### config.mk
export PLATFORM = sky130hd
export DESIGN_NAME = ir_distance_table_interpolator
export DESIGN_NICKNAME = d
export VERILOG_FILES = /design/src/rtl/core/irdt_pkg.sv /design/src/rtl/core/irdt_seq.sv /design/src/rtl/core/ir_distance_table_interpolator.sv
export SDC_FILE = /design/constraint.sdc
export NUM_CORES = 1
export LEC_CHECK = 0
export BUFFER_PORTS_ARGS = -buffer_cell sky130_fd_sc_hd__buf_2
export CORE_MARGIN = 2
export CORE_UTILIZATION = 55
export DETAILED_ROUTE_END_ITERATION = 12
export PLACE_DENSITY_LB_ADDON = 0.08
export RECOVER_POWER = 25
export SYNTH_ARGS = -nofsm -noshare
export SYNTH_HDL_FRONTEND = slang
export SYNTH_SLANG_ARGS = --single-unit
### constraint.sdc
create_clock -name clk -period 11.5 [get_ports clk]
set_clock_uncertainty 0.15 [all_clocks]
set_input_delay 0.575 -clock clk [delete_from_list [all_inputs] [get_ports clk]]
set_output_delay 0.575 -clock clk [all_outputs]
set_load 0.02 [all_outputs]
### src/rtl/core/irdt_pkg.sv
// Shared types, constants and calibration ROM for the IR distance table interpolator.
`default_nettype none

package irdt_pkg;

    // Field widths of the item channels.
    localparam int READING_W  = 8;
    localparam int SEL_W      = 3;
    localparam int DIST_W     = 8;
    localparam int STATUS_W   = 2;

    // Default configuration handed to the top level.
    localparam int SENSOR_COUNT_DEF = 7;
    localparam int TABLE_DEPTH_DEF  = 64;

    // Result status codes.
    localparam logic [STATUS_W-1:0] ST_OK      = 2'd0;
    localparam logic [STATUS_W-1:0] ST_NEAR    = 2'd1;
    localparam logic [STATUS_W-1:0] ST_FAR     = 2'd2;
    localparam logic [STATUS_W-1:0] ST_UNKNOWN = 2'd3;

    // Distance codes for the out-of-range answers.
    localparam logic [DIST_W-1:0] DIST_MIN = 8'h00;
    localparam logic [DIST_W-1:0] DIST_MAX = 8'hFF;

    // Calibration ROM contents.
    localparam int ROM_TABLES  = 7;
    localparam int ROM_MAX_LEN = 37;

    localparam logic [7:0] ROM_LEN [ROM_TABLES] = '{8'd37, 8'd37, 8'd37, 8'd37,
                                                    8'd27, 8'd27, 8'd37};

    localparam logic [7:0] LONG_DIST [ROM_MAX_LEN] = '{
        8'd15, 8'd16, 8'd17, 8'd18, 8'd19, 8'd20, 8'd21, 8'd22, 8'd23, 8'd24,
        8'd25, 8'd26, 8'd27, 8'd28, 8'd29, 8'd30, 8'd31, 8'd32, 8'd33, 8'd34,
        8'd35, 8'd37, 8'd40, 8'd45, 8'd50, 8'd55, 8'd60, 8'd65, 8'd70, 8'd75,
        8'd80, 8'd90, 8'd100, 8'd110, 8'd120, 8'd130, 8'd140};

    localparam logic [7:0] SHORT_DIST [ROM_MAX_LEN] = '{
        8'd4, 8'd5, 8'd6, 8'd7, 8'd8, 8'd9, 8'd10, 8'd11, 8'd12, 8'd13,
        8'd14, 8'd15, 8'd16, 8'd17, 8'd18, 8'd19, 8'd20, 8'd21, 8'd22, 8'd23,
        8'd24, 8'd25, 8'd26, 8'd27, 8'd28, 8'd29, 8'd30, 8'd0, 8'd0, 8'd0,
        8'd0, 8'd0, 8'd0, 8'd0, 8'd0, 8'd0, 8'd0};

    localparam logic [7:0] ROM_READ [ROM_TABLES][ROM_MAX_LEN] = '{
        '{8'd136, 8'd134, 8'd132, 8'd130, 8'd128, 8'd125, 8'd122, 8'd120, 8'd117,
          8'd115, 8'd112, 8'd109, 8'd106, 8'd103, 8'd101, 8'd98, 8'd96, 8'd94,
          8'd91, 8'd89, 8'd87, 8'd83, 8'd77, 8'd69, 8'd61, 8'd56, 8'd52, 8'd48,
          8'd44, 8'd41, 8'd40, 8'd36, 8'd32, 8'd29, 8'd27, 8'd24, 8'd22},
        '{8'd136, 8'd135, 8'd132, 8'd130, 8'd128, 8'd126, 8'd123, 8'd120, 8'd118,
          8'd115, 8'd112, 8'd109, 8'd105, 8'd102, 8'd100, 8'd97, 8'd95, 8'd92,
          8'd89, 8'd87, 8'd84, 8'd80, 8'd74, 8'd66, 8'd59, 8'd53, 8'd49, 8'd45,
          8'd42, 8'd40, 8'd37, 8'd33, 8'd29, 8'd26, 8'd24, 8'd22, 8'd20},
        '{8'd141, 8'd138, 8'd135, 8'd133, 8'd130, 8'd127, 8'd125, 8'd121, 8'd118,
          8'd115, 8'd111, 8'd108, 8'd105, 8'd102, 8'd99, 8'd95, 8'd93, 8'd90,
          8'd88, 8'd85, 8'd83, 8'd78, 8'd73, 8'd65, 8'd58, 8'd53, 8'd49, 8'd45,
          8'd42, 8'd39, 8'd36, 8'd32, 8'd28, 8'd26, 8'd24, 8'd22, 8'd20},
        '{8'd139, 8'd138, 8'd136, 8'd135, 8'd136, 8'd130, 8'd126, 8'd122, 8'd120,
          8'd117, 8'd113, 8'd110, 8'd107, 8'd104, 8'd102, 8'd99, 8'd96, 8'd94,
          8'd92, 8'd89, 8'd87, 8'd83, 8'd76, 8'd69, 8'd58, 8'd56, 8'd47, 8'd43,
          8'd42, 8'd38, 8'd38, 8'd33, 8'd31, 8'd28, 8'd25, 8'd23, 8'd21},
        '{8'd126, 8'd106, 8'd92, 8'd80, 8'd71, 8'd64, 8'd58, 8'd53, 8'd48,
          8'd46, 8'd42, 8'd39, 8'd37, 8'd35, 8'd33, 8'd31, 8'd29, 8'd27,
          8'd26, 8'd25, 8'd24, 8'd23, 8'd22, 8'd21, 8'd20, 8'd19, 8'd18, 8'd0,
          8'd0, 8'd0, 8'd0, 8'd0, 8'd0, 8'd0, 8'd0, 8'd0, 8'd0},
        '{8'd133, 8'd112, 8'd99, 8'd88, 8'd77, 8'd69, 8'd63, 8'd57, 8'd53,
          8'd49, 8'd46, 8'd43, 8'd39, 8'd37, 8'd34, 8'd32, 8'd30, 8'd29,
          8'd27, 8'd26, 8'd24, 8'd23, 8'd22, 8'd21, 8'd20, 8'd19, 8'd18, 8'd0,
          8'd0, 8'd0, 8'd0, 8'd0, 8'd0, 8'd0, 8'd0, 8'd0, 8'd0},
        '{8'd133, 8'd131, 8'd128, 8'd128, 8'd125, 8'd122, 8'd121, 8'd118, 8'd114,
          8'd113, 8'd110, 8'd106, 8'd104, 8'd101, 8'd98, 8'd96, 8'd94, 8'd91,
          8'd89, 8'd86, 8'd84, 8'd80, 8'd74, 8'd66, 8'd59, 8'd54, 8'd49, 8'd45,
          8'd42, 8'd40, 8'd37, 8'd33, 8'd29, 8'd27, 8'd23, 8'd21, 8'd19}};

    // Number of ROM entries a sensor slot holds; slots without a table hold none.
    function automatic logic [7:0] rom_table_len(input logic [SEL_W-1:0] sel);
        logic [7:0] len;
        len = 8'd0;
        if (32'(sel) < ROM_TABLES)
        begin
            len = ROM_LEN[sel];
        end
        return len;
    endfunction

    // One calibration entry: distance in the high byte, reading in the low byte.
    function automatic logic [15:0] rom_entry(input logic [SEL_W-1:0] sel,
                                              input logic [7:0] idx);
        logic [15:0] entry;
        logic [7:0]  ent_dist;
        entry = 16'd0;
        if (idx < rom_table_len(sel))
        begin
            if (sel == 3'd4 || sel == 3'd5)
            begin
                ent_dist = SHORT_DIST[idx[5:0]];
            end
            else
            begin
                ent_dist = LONG_DIST[idx[5:0]];
            end
            entry = {ent_dist, ROM_READ[sel][idx[5:0]]};
        end
        return entry;
    endfunction

    // Datapath operations selected by the microcode.
    typedef enum logic [2:0] {
        OP_LOAD,
        OP_CHECK,
        OP_SCAN,
        OP_MUL,
        OP_DIV,
        OP_FIN,
        OP_EMIT,
        OP_NONE
    } op_t;

    // Conditions reported by the datapath to the sequencer.
    typedef struct packed {
        logic in_fire;
        logic bad_sel;
        logic scan_direct;
        logic scan_miss;
        logic div_more;
        logic out_free;
    } irdt_cond_t;

endpackage

`default_nettype wire

### src/rtl/core/irdt_seq.sv
// Microcode sequencer: program ROM, step counter and conditional jumps.
`default_nettype none

module irdt_seq (
    input  wire logic                clk,
    input  wire logic                rst_n,
    input  wire irdt_pkg::irdt_cond_t cond,
    output irdt_pkg::op_t            op
);
    import irdt_pkg::*;

    // Condition selector codes of a control word.
    typedef enum logic [2:0] {
        C_NEVER,
        C_ALWAYS,
        C_IN_FIRE,
        C_BAD_SEL,
        C_SCAN_DIRECT,
        C_SCAN_MISS,
        C_DIV_MORE,
        C_OUT_FREE
    } csel_t;

    // Program addresses.
    localparam logic [2:0] PC_IDLE  = 3'd0;
    localparam logic [2:0] PC_CHECK = 3'd1;
    localparam logic [2:0] PC_SCAN  = 3'd2;
    localparam logic [2:0] PC_MUL   = 3'd3;
    localparam logic [2:0] PC_DIV   = 3'd4;
    localparam logic [2:0] PC_FIN   = 3'd5;
    localparam logic [2:0] PC_EMIT  = 3'd6;

    // Control word: operation, jump condition and target, hold condition.
    typedef struct packed {
        op_t        op;
        csel_t      jump_cond;
        logic [2:0] jump_tgt;
        csel_t      hold_cond;
    } uword_t;

    logic [2:0] pc_reg;
    logic [2:0] pc_next;
    uword_t     word;
    logic       jump_hit;
    logic       hold_hit;

    // Program ROM.
    function automatic uword_t program_word(input logic [2:0] pc);
        uword_t w;
        unique case (pc)
            PC_IDLE:  w = '{OP_LOAD,  C_IN_FIRE,     PC_CHECK, C_ALWAYS};
            PC_CHECK: w = '{OP_CHECK, C_BAD_SEL,     PC_EMIT,  C_NEVER};
            PC_SCAN:  w = '{OP_SCAN,  C_SCAN_DIRECT, PC_EMIT,  C_SCAN_MISS};
            PC_MUL:   w = '{OP_MUL,   C_NEVER,       PC_IDLE,  C_NEVER};
            PC_DIV:   w = '{OP_DIV,   C_NEVER,       PC_IDLE,  C_DIV_MORE};
            PC_FIN:   w = '{OP_FIN,   C_NEVER,       PC_IDLE,  C_NEVER};
            PC_EMIT:  w = '{OP_EMIT,  C_OUT_FREE,    PC_IDLE,  C_ALWAYS};
            default:  w = '{OP_NONE,  C_ALWAYS,      PC_IDLE,  C_NEVER};
        endcase
        return w;
    endfunction

    // Evaluate one condition selector.
    function automatic logic eval_cond(input csel_t sel, input irdt_cond_t c);
        logic hit;
        unique case (sel)
            C_NEVER:       hit = 1'b0;
            C_ALWAYS:      hit = 1'b1;
            C_IN_FIRE:     hit = c.in_fire;
            C_BAD_SEL:     hit = c.bad_sel;
            C_SCAN_DIRECT: hit = c.scan_direct;
            C_SCAN_MISS:   hit = c.scan_miss;
            C_DIV_MORE:    hit = c.div_more;
            C_OUT_FREE:    hit = c.out_free;
            default:       hit = 1'b0;
        endcase
        return hit;
    endfunction

    // Next step: jump, hold, or fall through.
    always_comb
    begin
        word     = program_word(pc_reg);
        jump_hit = eval_cond(word.jump_cond, cond);
        hold_hit = eval_cond(word.hold_cond, cond);
        priority if (jump_hit)
        begin
            pc_next = word.jump_tgt;
        end
        else if (hold_hit)
        begin
            pc_next = pc_reg;
        end
        else
        begin
            pc_next = pc_reg + 3'd1;
        end
    end

    assign op = word.op;

    // Step counter.
    always_ff @(posedge clk or negedge rst_n)
    begin
        if (!rst_n)
        begin
            pc_reg <= PC_IDLE;
        end
        else
        begin
            pc_reg <= pc_next;
        end
    end

endmodule

`default_nettype wire

### src/rtl/core/ir_distance_table_interpolator.sv
// Top level of the IR distance table interpolator: datapath and output register.
//
// Input channel: in_valid/in_ready carries one beat of reading and sensor_select.
// Output channel: out_valid/out_ready carries one beat of distance and status.
// Each input beat produces exactly one output beat.
// Items are handled one at a time under a microcoded sequencer. After input
// acceptance, an unknown or empty sensor goes from the check step straight to
// the emit step, which loads the result into the output register. Otherwise
// the search steps through the table, one ROM entry per cycle, until it finds
// the answer or runs past the end; when the reading falls between two entries,
// a multiply step, a 16-step restoring divide and a final step come before the
// emit step.
// in_ready is high only while the sequencer waits at its idle step. A new
// beat is accepted while a finished result still waits in the output register.
// A stalled receiver holds the sequencer at its emit step until the register
// frees up. Reset empties the output register and returns the sequencer to
// idle; the calibration tables are constant ROM and need no initialization.
`default_nettype none

module ir_distance_table_interpolator #(
    parameter int SENSOR_COUNT = irdt_pkg::SENSOR_COUNT_DEF,
    parameter int TABLE_DEPTH  = irdt_pkg::TABLE_DEPTH_DEF
) (
    input  wire logic                           clk,
    input  wire logic                           rst_n,
    input  wire logic                           in_valid,
    output logic                                in_ready,
    input  wire logic [irdt_pkg::READING_W-1:0] reading,
    input  wire logic [irdt_pkg::SEL_W-1:0]     sensor_select,
    output logic                                out_valid,
    input  wire logic                           out_ready,
    output logic [irdt_pkg::DIST_W-1:0]         distance,
    output logic [irdt_pkg::STATUS_W-1:0]       status
);
    import irdt_pkg::*;

    // Index counts up to one past the table length.
    localparam int IDX_W = $clog2(TABLE_DEPTH + 2);

    op_t                   op;
    irdt_cond_t            cond;
    logic                  in_fire;

    logic [READING_W-1:0]  raw_reg,  raw_next;
    logic [SEL_W-1:0]      sel_reg,  sel_next;
    logic [IDX_W-1:0]      idx_reg,  idx_next;
    logic [IDX_W-1:0]      hit_reg;
    logic [IDX_W-1:0]      len_reg,  len_next;
    logic [15:0]           rom_q_reg;
    logic [7:0]            pv_reg,   pv_next;
    logic [7:0]            pd_reg,   pd_next;
    logic [7:0]            nv_reg,   nv_next;
    logic [7:0]            nd_reg,   nd_next;
    logic                  neg_reg,  neg_next;
    logic [7:0]            den_reg,  den_next;
    logic [7:0]            rem_reg,  rem_next;
    logic [15:0]           quo_reg,  quo_next;
    logic [3:0]            cnt_reg,  cnt_next;
    logic [DIST_W-1:0]     res_dist_reg, res_dist_next;
    logic [STATUS_W-1:0]   res_stat_reg, res_stat_next;
    logic                  out_valid_reg, out_valid_next;
    logic [DIST_W-1:0]     distance_reg, distance_next;
    logic [STATUS_W-1:0]   status_reg,   status_next;

    logic                  unknown_sel;
    logic [7:0]            rom_len;
    logic [7:0]            lim_len;
    logic [IDX_W-1:0]      len_calc;
    logic [7:0]            ent_v;
    logic [7:0]            ent_d;
    logic                  out_of_range;
    logic                  scan_near;
    logic                  scan_found;
    logic                  scan_exact;
    logic [7:0]            mag;
    logic [7:0]            fac;
    logic [8:0]            div_trial;
    logic [8:0]            div_diff;
    logic                  div_ge;
    logic [16:0]           adj;
    logic signed [18:0]    sum;
    logic                  out_free;

    // Sequencer.
    irdt_seq u_seq (
        .clk   (clk),
        .rst_n (rst_n),
        .cond  (cond),
        .op    (op)
    );

    assign in_ready = (op == OP_LOAD);
    assign in_fire  = in_valid && in_ready;
    assign out_free = !out_valid_reg || out_ready;

    // Sensor selection and table length.
    always_comb
    begin
        unknown_sel = ({1'b0, sel_reg} >= 4'(SENSOR_COUNT));
        rom_len     = rom_table_len(sel_reg);
        lim_len     = (rom_len > 8'(TABLE_DEPTH)) ? 8'(TABLE_DEPTH) : rom_len;
        len_calc    = IDX_W'(lim_len);
    end

    // Classification of the ROM entry under test.
    always_comb
    begin
        ent_v        = rom_q_reg[7:0];
        ent_d        = rom_q_reg[15:8];
        out_of_range = (hit_reg >= len_reg);
        scan_found   = (ent_v <= raw_reg);
        scan_near    = (hit_reg == '0) && (raw_reg > ent_v);
        scan_exact   = scan_found && ((ent_v == raw_reg) || (hit_reg == '0));
    end

    // Condition flags for the sequencer.
    always_comb
    begin
        cond.in_fire     = in_fire;
        cond.bad_sel     = unknown_sel || (len_calc == '0);
        cond.scan_direct = out_of_range || scan_near || scan_exact;
        cond.scan_miss   = !out_of_range && !scan_found;
        cond.div_more    = (cnt_reg != 4'hF);
        cond.out_free    = out_free;
    end

    // Arithmetic helpers for the multiply, divide and final steps.
    always_comb
    begin
        mag       = (nd_reg < pd_reg) ? (pd_reg - nd_reg) : (nd_reg - pd_reg);
        fac       = pv_reg - raw_reg;
        div_trial = {rem_reg, quo_reg[15]};
        div_diff  = div_trial - {1'b0, den_reg};
        div_ge    = (div_trial >= {1'b0, den_reg});
        adj       = {1'b0, quo_reg} + 17'(neg_reg && (rem_reg != 8'd0));
        sum       = neg_reg ? ($signed({11'd0, pd_reg}) - $signed({2'd0, adj}))
                            : ($signed({11'd0, pd_reg}) + $signed({2'd0, adj}));
    end

    // Datapath operations.
    always_comb
    begin
        raw_next       = raw_reg;
        sel_next       = sel_reg;
        idx_next       = idx_reg;
        len_next       = len_reg;
        pv_next        = pv_reg;
        pd_next        = pd_reg;
        nv_next        = nv_reg;
        nd_next        = nd_reg;
        neg_next       = neg_reg;
        den_next       = den_reg;
        rem_next       = rem_reg;
        quo_next       = quo_reg;
        cnt_next       = cnt_reg;
        res_dist_next  = res_dist_reg;
        res_stat_next  = res_stat_reg;
        out_valid_next = out_valid_reg && !out_ready;
        distance_next  = distance_reg;
        status_next    = status_reg;

        unique case (op)
            OP_LOAD:
            begin
                if (in_fire)
                begin
                    raw_next = reading;
                    sel_next = sensor_select;
                    idx_next = '0;
                end
            end
            OP_CHECK:
            begin
                len_next = len_calc;
                idx_next = idx_reg + 1'b1;
                if (unknown_sel)
                begin
                    res_dist_next = DIST_MIN;
                    res_stat_next = ST_UNKNOWN;
                end
                else
                begin
                    res_dist_next = DIST_MAX;
                    res_stat_next = ST_FAR;
                end
            end
            OP_SCAN:
            begin
                idx_next = idx_reg + 1'b1;
                priority if (out_of_range)
                begin
                    res_dist_next = DIST_MAX;
                    res_stat_next = ST_FAR;
                end
                else if (scan_near)
                begin
                    res_dist_next = DIST_MIN;
                    res_stat_next = ST_NEAR;
                end
                else if (scan_exact)
                begin
                    res_dist_next = ent_d;
                    res_stat_next = ST_OK;
                end
                else if (scan_found)
                begin
                    nv_next = ent_v;
                    nd_next = ent_d;
                end
                else
                begin
                    pv_next = ent_v;
                    pd_next = ent_d;
                end
            end
            OP_MUL:
            begin
                neg_next = (nd_reg < pd_reg);
                quo_next = {8'd0, mag} * {8'd0, fac};
                den_next = pv_reg - nv_reg;
                rem_next = 8'd0;
                cnt_next = 4'd0;
            end
            OP_DIV:
            begin
                rem_next = div_ge ? div_diff[7:0] : div_trial[7:0];
                quo_next = {quo_reg[14:0], div_ge};
                cnt_next = cnt_reg + 4'd1;
            end
            OP_FIN:
            begin
                res_stat_next = ST_OK;
                priority if (sum < 0)
                begin
                    res_dist_next = DIST_MIN;
                end
                else if (sum > 19'sd255)
                begin
                    res_dist_next = DIST_MAX;
                end
                else
                begin
                    res_dist_next = sum[7:0];
                end
            end
            OP_EMIT:
            begin
                if (out_free)
                begin
                    out_valid_next = 1'b1;
                    distance_next  = res_dist_reg;
                    status_next    = res_stat_reg;
                end
            end
            OP_NONE:
            begin
            end
            default:
            begin
            end
        endcase
    end

    // Control state.
    always_ff @(posedge clk or negedge rst_n)
    begin
        if (!rst_n)
        begin
            out_valid_reg <= 1'b0;
        end
        else
        begin
            out_valid_reg <= out_valid_next;
        end
    end

    // Payload registers and the registered ROM read.
    always_ff @(posedge clk)
    begin
        raw_reg      <= raw_next;
        sel_reg      <= sel_next;
        idx_reg      <= idx_next;
        hit_reg      <= idx_reg;
        rom_q_reg    <= rom_entry(sel_reg, 8'(idx_reg));
        len_reg      <= len_next;
        pv_reg       <= pv_next;
        pd_reg       <= pd_next;
        nv_reg       <= nv_next;
        nd_reg       <= nd_next;
        neg_reg      <= neg_next;
        den_reg      <= den_next;
        rem_reg      <= rem_next;
        quo_reg      <= quo_next;
        cnt_reg      <= cnt_next;
        res_dist_reg <= res_dist_next;
        res_stat_reg <= res_stat_next;
        distance_reg <= distance_next;
        status_reg   <= status_next;
    end

    assign out_valid = out_valid_reg;
    assign distance  = distance_reg;
    assign status    = status_reg;

endmodule

`default_nettype wire

# Word level (Yosys, flattened, before mapping)
# Memories as Yosys holds them, arrays and structs flattened.
# Cells that the tools add are included.
op_classes:
  eq_ne: 33
  order_cmp: 13
  multipliers: 1
  reduce_logical: 33
  addsub: 11
  n_bitwise: 6
  mux: 41
op_table:
  columns: ["operator", "n"]
  rows:
  - ["$mux W296", 2]
  - ["$mux W8", 18]
  - ["$pmux W12 S7", 1]
  - ["$bmux W8 S6", 1]
  - ["$eq A3 B3 Y1 const B", 16]
  - ["$sub A8 B8 Y8", 5]
  - ["$pmux W16 S2", 1]
  - ["$eq A3 B2 Y1 const B", 8]
  - ["$pmux W8 S3", 1]
  - ["$gt A19 B9 Y1 const B", 1]
  - ["$lt A19 B1 Y1 const B", 1]
  - ["$mux W19", 1]
  - ["$add A8 B17 Y18", 1]
  - ["$sub A8 B17 Y18", 1]
  - ["$add A16 B1 Y17", 1]
  - ["$mul A8 B8 Y16", 1]
  - ["$pmux W1 S8", 2]
  - ["$pmux W8 S2", 1]
  - ["$logic_not A7 Y1", 2]
  - ["$mux W7", 2]
  - ["$pmux W7 S2", 1]
  - ["$eq A3 B1 Y1 const B", 4]
  - ["$logic_not A3 Y1", 4]
  - ["$reduce_and A5 Y1", 2]
  - ["other kinds (33)", 60]
word_totals:
  mem_bits_ro: 3456
  reg_bits: 141
  in_bits: 15
  output_inout_bits: 12
  memories: 4
  wordCells: 163
memory_table:
  columns: ["name", "words", "width", "rd", "rd_clocked_by_memory_dff", "write_ports", "line_no", "text"]
  rows:
  - ["(no name shown)", 8, 296, 1, 0, 0, "irdt_pkg.sv:102", "entry = {ent_dist, ROM_READ[sel][idx[5:0]]};"]
  - ["(no name shown)", 64, 8, 1, 0, 0, "irdt_pkg.sv:100", "ent_dist = LONG_DIST[idx[5:0]];"]
  - ["(no name shown)", 64, 8, 1, 0, 0, "irdt_pkg.sv:96", "ent_dist = SHORT_DIST[idx[5:0]];"]
  - ["(no name shown)", 8, 8, 1, 0, 0, "irdt_pkg.sv:81", "len = ROM_LEN[sel];"]

# Longest topological paths before layout
depth:
  ltp_word: 12
  ltp_mapped: 30

# Hierarchy
# From an unflattened synthesis, not the netlist that was laid out.
hier_totals:
  hier_cells: 1516
  area_unflattened_um2: 13275.2
modules_own_cells:
  columns: ["mod", "n_inst", "area_each_um2", "cells_per_inst"]
  rows:
  - ["ir_distance_table_interpolator", 1, 12848.6, 1467]
  - ["irdt_seq", 1, 426.7, 49]

# Worst setup path before layout
# Ideal clock, no wire load.
synth_path:
  path_kind: "reg-to-reg"
  from: "reg pd_reg[1]"
  to: "reg quo_reg[15] (data pin)"
  stages_incl_launch_ff: 27
  setup_slack_ns: 4.742
  path_buffers: 0
  t_arrival_ns: 6.338
  setup_ns: 0.270
  period_less_slack_ns: 6.758
  path_cell_list: "edfxtp_1 -> inv_1 -> fa_1 -> a21o_1 -> a21o_1 -> a21oi_1 -> nor2_1 -> inv_2 -> o211ai_1 -> and2_1 -> nor3_1 -> nand2_1 -> fa_1 -> fa_1 -> inv_1 -> fa_1 -> inv_1 -> fa_1 -> inv_1 -> ha_1 -> a21boi_0 -> o21ai_0 -> a21oi_1 -> and4_1 -> o31ai_1 -> xnor2_1 -> a21oi_1"
synth_between:
  elab_chain_len: 4
synth_rtl:
  columns: ["element", "line_no", "text"]
  rows:
  - ["from (decl)", "ir_distance_table_interpolator.sv:51", "logic [7:0] pd_reg, pd_next;"]
  - ["from (signal assigned)", "ir_distance_table_interpolator.sv:287", "pd_reg <= pd_next;"]
  - ["$sub A8 B8 Y8 or $lt A8 B8 Y1 (tied branches)", "ir_distance_table_interpolator.sv:130", "mag = (nd_reg < pd_reg) ? (pd_reg - nd_reg) : (nd_reg - pd_reg);"]
  - ["$mux W8 *", "ir_distance_table_interpolator.sv:130", null]
  - ["$mul A8 B8 Y16 *", "ir_distance_table_interpolator.sv:219", "quo_next = {8'd0, mag} * {8'd0, fac};"]
  - ["$pmux W16 S2 *", "ir_distance_table_interpolator.sv:162", "unique case (op)"]
  - ["net quo_next[15]", "ir_distance_table_interpolator.sv:57", "logic [15:0] quo_reg, quo_next;"]
  - ["to (signal assigned)", "ir_distance_table_interpolator.sv:293", "quo_reg <= quo_next;"]
  - ["to (decl)", "ir_distance_table_interpolator.sv:57", null]
# The timed path passes the listed nets; every way through them passes the cells marked *.
# A chain may end at the register's enable or synchronous reset.

# Worst setup path in the final report
# Ends and elaborated chain as after synthesis.

==> metrics.cfg <==
[route]
antenna_left = 0
wire_per_inst_um = 17.76
dr.pass1.iters = 6
via_per_inst = 5.928
route.detailed.drc = 0
vias = 10720
initialDrtViolationCount = 802
wl_mm = 32.13

[floorplanning]
coreArea_um2 = 23400
start_util_pct = 55.72
die_x_um = 158.0
ios = 27
rows = 56
fp.dieH_um = 158.0
dieArea_um2 = 24960

[setup_path]
crit_arrival_ns = 7.57
crit_path_end_kind = flip-flop
r2r-end = quo_reg[15]$_DFFE_PP_
r2r_slack_ns = 3.95
path_max_fanout = 9
start_kind = flip-flop
rr_worst_depth = 26
reg2reg_from = pd_reg[1]$_DFFE_PP_
criticalPathCategory = flip-flop to flip-flop
crit_required_ns = 11.51

[cts]
cts_sinks = 137
clk_latency_ns = 0.43
cts_max_path_buffers = 2
ctsRootBufferMaster = clkbuf_16
tritoncts = built
postCtsSetupBuffers = 0
cts_buffers = 17
clk_pin_slew_worst_paths_ns = 0.06
cts.repair.resized = 0
h-tree-depth = 4

[finish]
final_common_cell = inv_1
fin_util_pct = 59.62
multi_input_area_um2 = 8307
area_growth_syn_to_layout_pct = 6.995
fillers = 2119
nets = 1674
drive_above_1_share_pct = 6.711
diodes = 0
mostFrequentLayoutCells = 153 x inv_1, 145 x nand2_1, 139 x ha_1
register_area_um2 = 3864

[grt]
grt.total_usage_pct = 26.80
grt_pass1_wl_mm = 52.72
grt_pass1_vias = 10480
gr-total-overflow = 0
antenna_found_initial = 0
grt_start_max_net_pins = 81

[timing]
tightest_slew_ns = 3.359
drv_slew = 219
fin_hold_ws_ns = 0.1671
rsz0062_at_grt = no
fin_crit_ns = 7.554
period_share_pct = 65.68
setup-violations-final = 0
finalHoldViolCount = 0
max_clock_freq_ghz = 0.1324
slew_headroom_pct = -124.0
fin_setup_tns_ns = 0

[logic_synthesis]
synth-edff-count = 110
ys_seq_area_share_pct = 29.63
yosysWarnings = 0
ys_types = 83
synthFlopType = edfxtp_1
syn_area_um2 = 13040
syn-num-nets = 1684
synthDominantCellAreaShare_pct = 25.33
syn_avg_cell_area_um2 = 8.769
synthArstFlopShare_pct = 2.920
syn_inst = 1487
synth_seq_cells = 137
synth_area_leaders = edfxtp_1 25%, ha_1 13%, fa_1 6.6%
synth_largest_area_cell = edfxtp_1

[run]
max-cap-violations = 4

[run_status]
status = finished, violations left
violations = max-capacitance violations, max-slew violations

[place]
dpl.hpwl_mm = 24.27
gp_congestion = 0.9174
place.port_buffers = 26

[min_path]
min_to = sel_reg[2]$_DFFE_PP_
hold_path_depth = 1
hold_class = input pin to flip-flop
hp-start = sensor_select[2]

==> what timing repair did <==
| item | CTS | global route |
|---|---|---|
| hold buffers | 1 | 0 |
| setup endpoints to repair | 0 | 0 |
| endpoints found under the hold margin | 4 | 0 |
==> worst max path at each step <==
stage	slack, ns	start	cells past startpoint	endpoint
after global placement	4.20	pd_reg[1]$_DFFE_PP_	26	quo_reg[15]$_DFFE_PP_
after floorplan	4.74	pd_reg[1]$_DFFE_PP_	26	quo_reg[15]$_DFFE_PP_
after CTS	3.97	pd_reg[1]$_DFFE_PP_	26	quo_reg[15]$_DFFE_PP_
after detailed placement	3.98	pd_reg[1]$_DFFE_PP_	26	quo_reg[15]$_DFFE_PP_
final	3.95	pd_reg[1]$_DFFE_PP_	26	quo_reg[15]$_DFFE_PP_
after global routing	3.50	pd_reg[1]$_DFFE_PP_	27	quo_reg[15]$_DFFE_PP_
==> routing by layer <==
metal	share of wire, %	vias up	track usage [%]	wire (um)
li1	-	5276	-	-
met4	2.7	0	9.395	867
met1	43	5071	33.99	13690
met3	5.6	62	3.641	1795
met2	49	315	46.89	15780
met5	0	-	0	0
==> metrics by stage <==
| step | instance area (um2) | instances | worst slack [ns] |
|---|---|---|---|
| after detailed placement | 13400 | 1776 | 3.977 |
| final | 13950 | 1809 | 3.946 |
| after floorplan | 13040 | 1487 | 4.742 |
| after global placement | 13400 | 1776 | 4.202 |
| after global routing | 13950 | 1809 | 3.501 |
| after CTS | 13970 | 1809 | 3.966 |
==> Yosys cell counts, types with 17 or more instances <==
cell,instances
a211oi_1,23
a21oi_1,85
a31oi_1,17
nor2_1,114
a21o_1,26
fa_1,43
mux2i_1,21
dfxtp_1,23
xnor2_1,38
nor2b_1,26
nand3_1,36
and2_1,24
edfxtp_1,110
nand2b_1,21
nand2_1,145
ha_1,139
inv_1,153
clkbuf_1,57
xor2_1,27
nor3_1,32
o21ai_0,88
==> worst max-delay path: stages (launching register included) <==
cell      delay [ns]
edfxtp_1        0.55
inv_1           0.14
fa_1            0.48
a21o_1          0.18
a21o_1          0.20
a21oi_1         0.18
nor2_1          0.20
inv_2           0.16
o211ai_1        0.12
and2_1          0.20
nor3_1          0.77
nand2_1         0.15
fa_1            0.49
fa_1            0.49
inv_1           0.05
fa_1            0.52
inv_1           0.05
fa_1            0.52
inv_1           0.04
ha_1            0.31
a21boi_0        0.15
o21ai_0         0.28
a21oi_1         0.14
and4_1          0.23
o31ai_1         0.30
xnor2_1         0.16
a21oi_1         0.09
==> area by class of cell <==
type / instances / share of cell area [%]
multi-input combinational: 1122 / 59.54
sequential: 137 / 27.69
inverter: 157 / 4.224
clock buffer: 18 / 3.076
tap: 319 / 2.861
timing repair buffer: 42 / 1.695
clock inverter: 14 / 0.9147
==> kinds of logic (layout without fill, tap and decap cells) <==
| logic type | count (synthesis) | count (layout) | synth area share [%] |
|---|---|---|---|
| AND/OR/NAND/NOR | 459 | 459 | 17.05 |
| multiplexers | 29 | 29 | 2.591 |
| XOR/XNOR | 67 | 67 | 4.615 |
| flip-flops | 137 | 137 | 29.63 |
| AO/OA/AOI/OAI | 385 | 385 | 19.44 |
| adder cells (fa/ha/maj) | 182 | 182 | 19.94 |
| buffers and inverters | 228 | 231 | 6.736 |
Power is not shown: default switching activity piles up to over one toggle a cycle in this logic, so the estimate is an artifact.
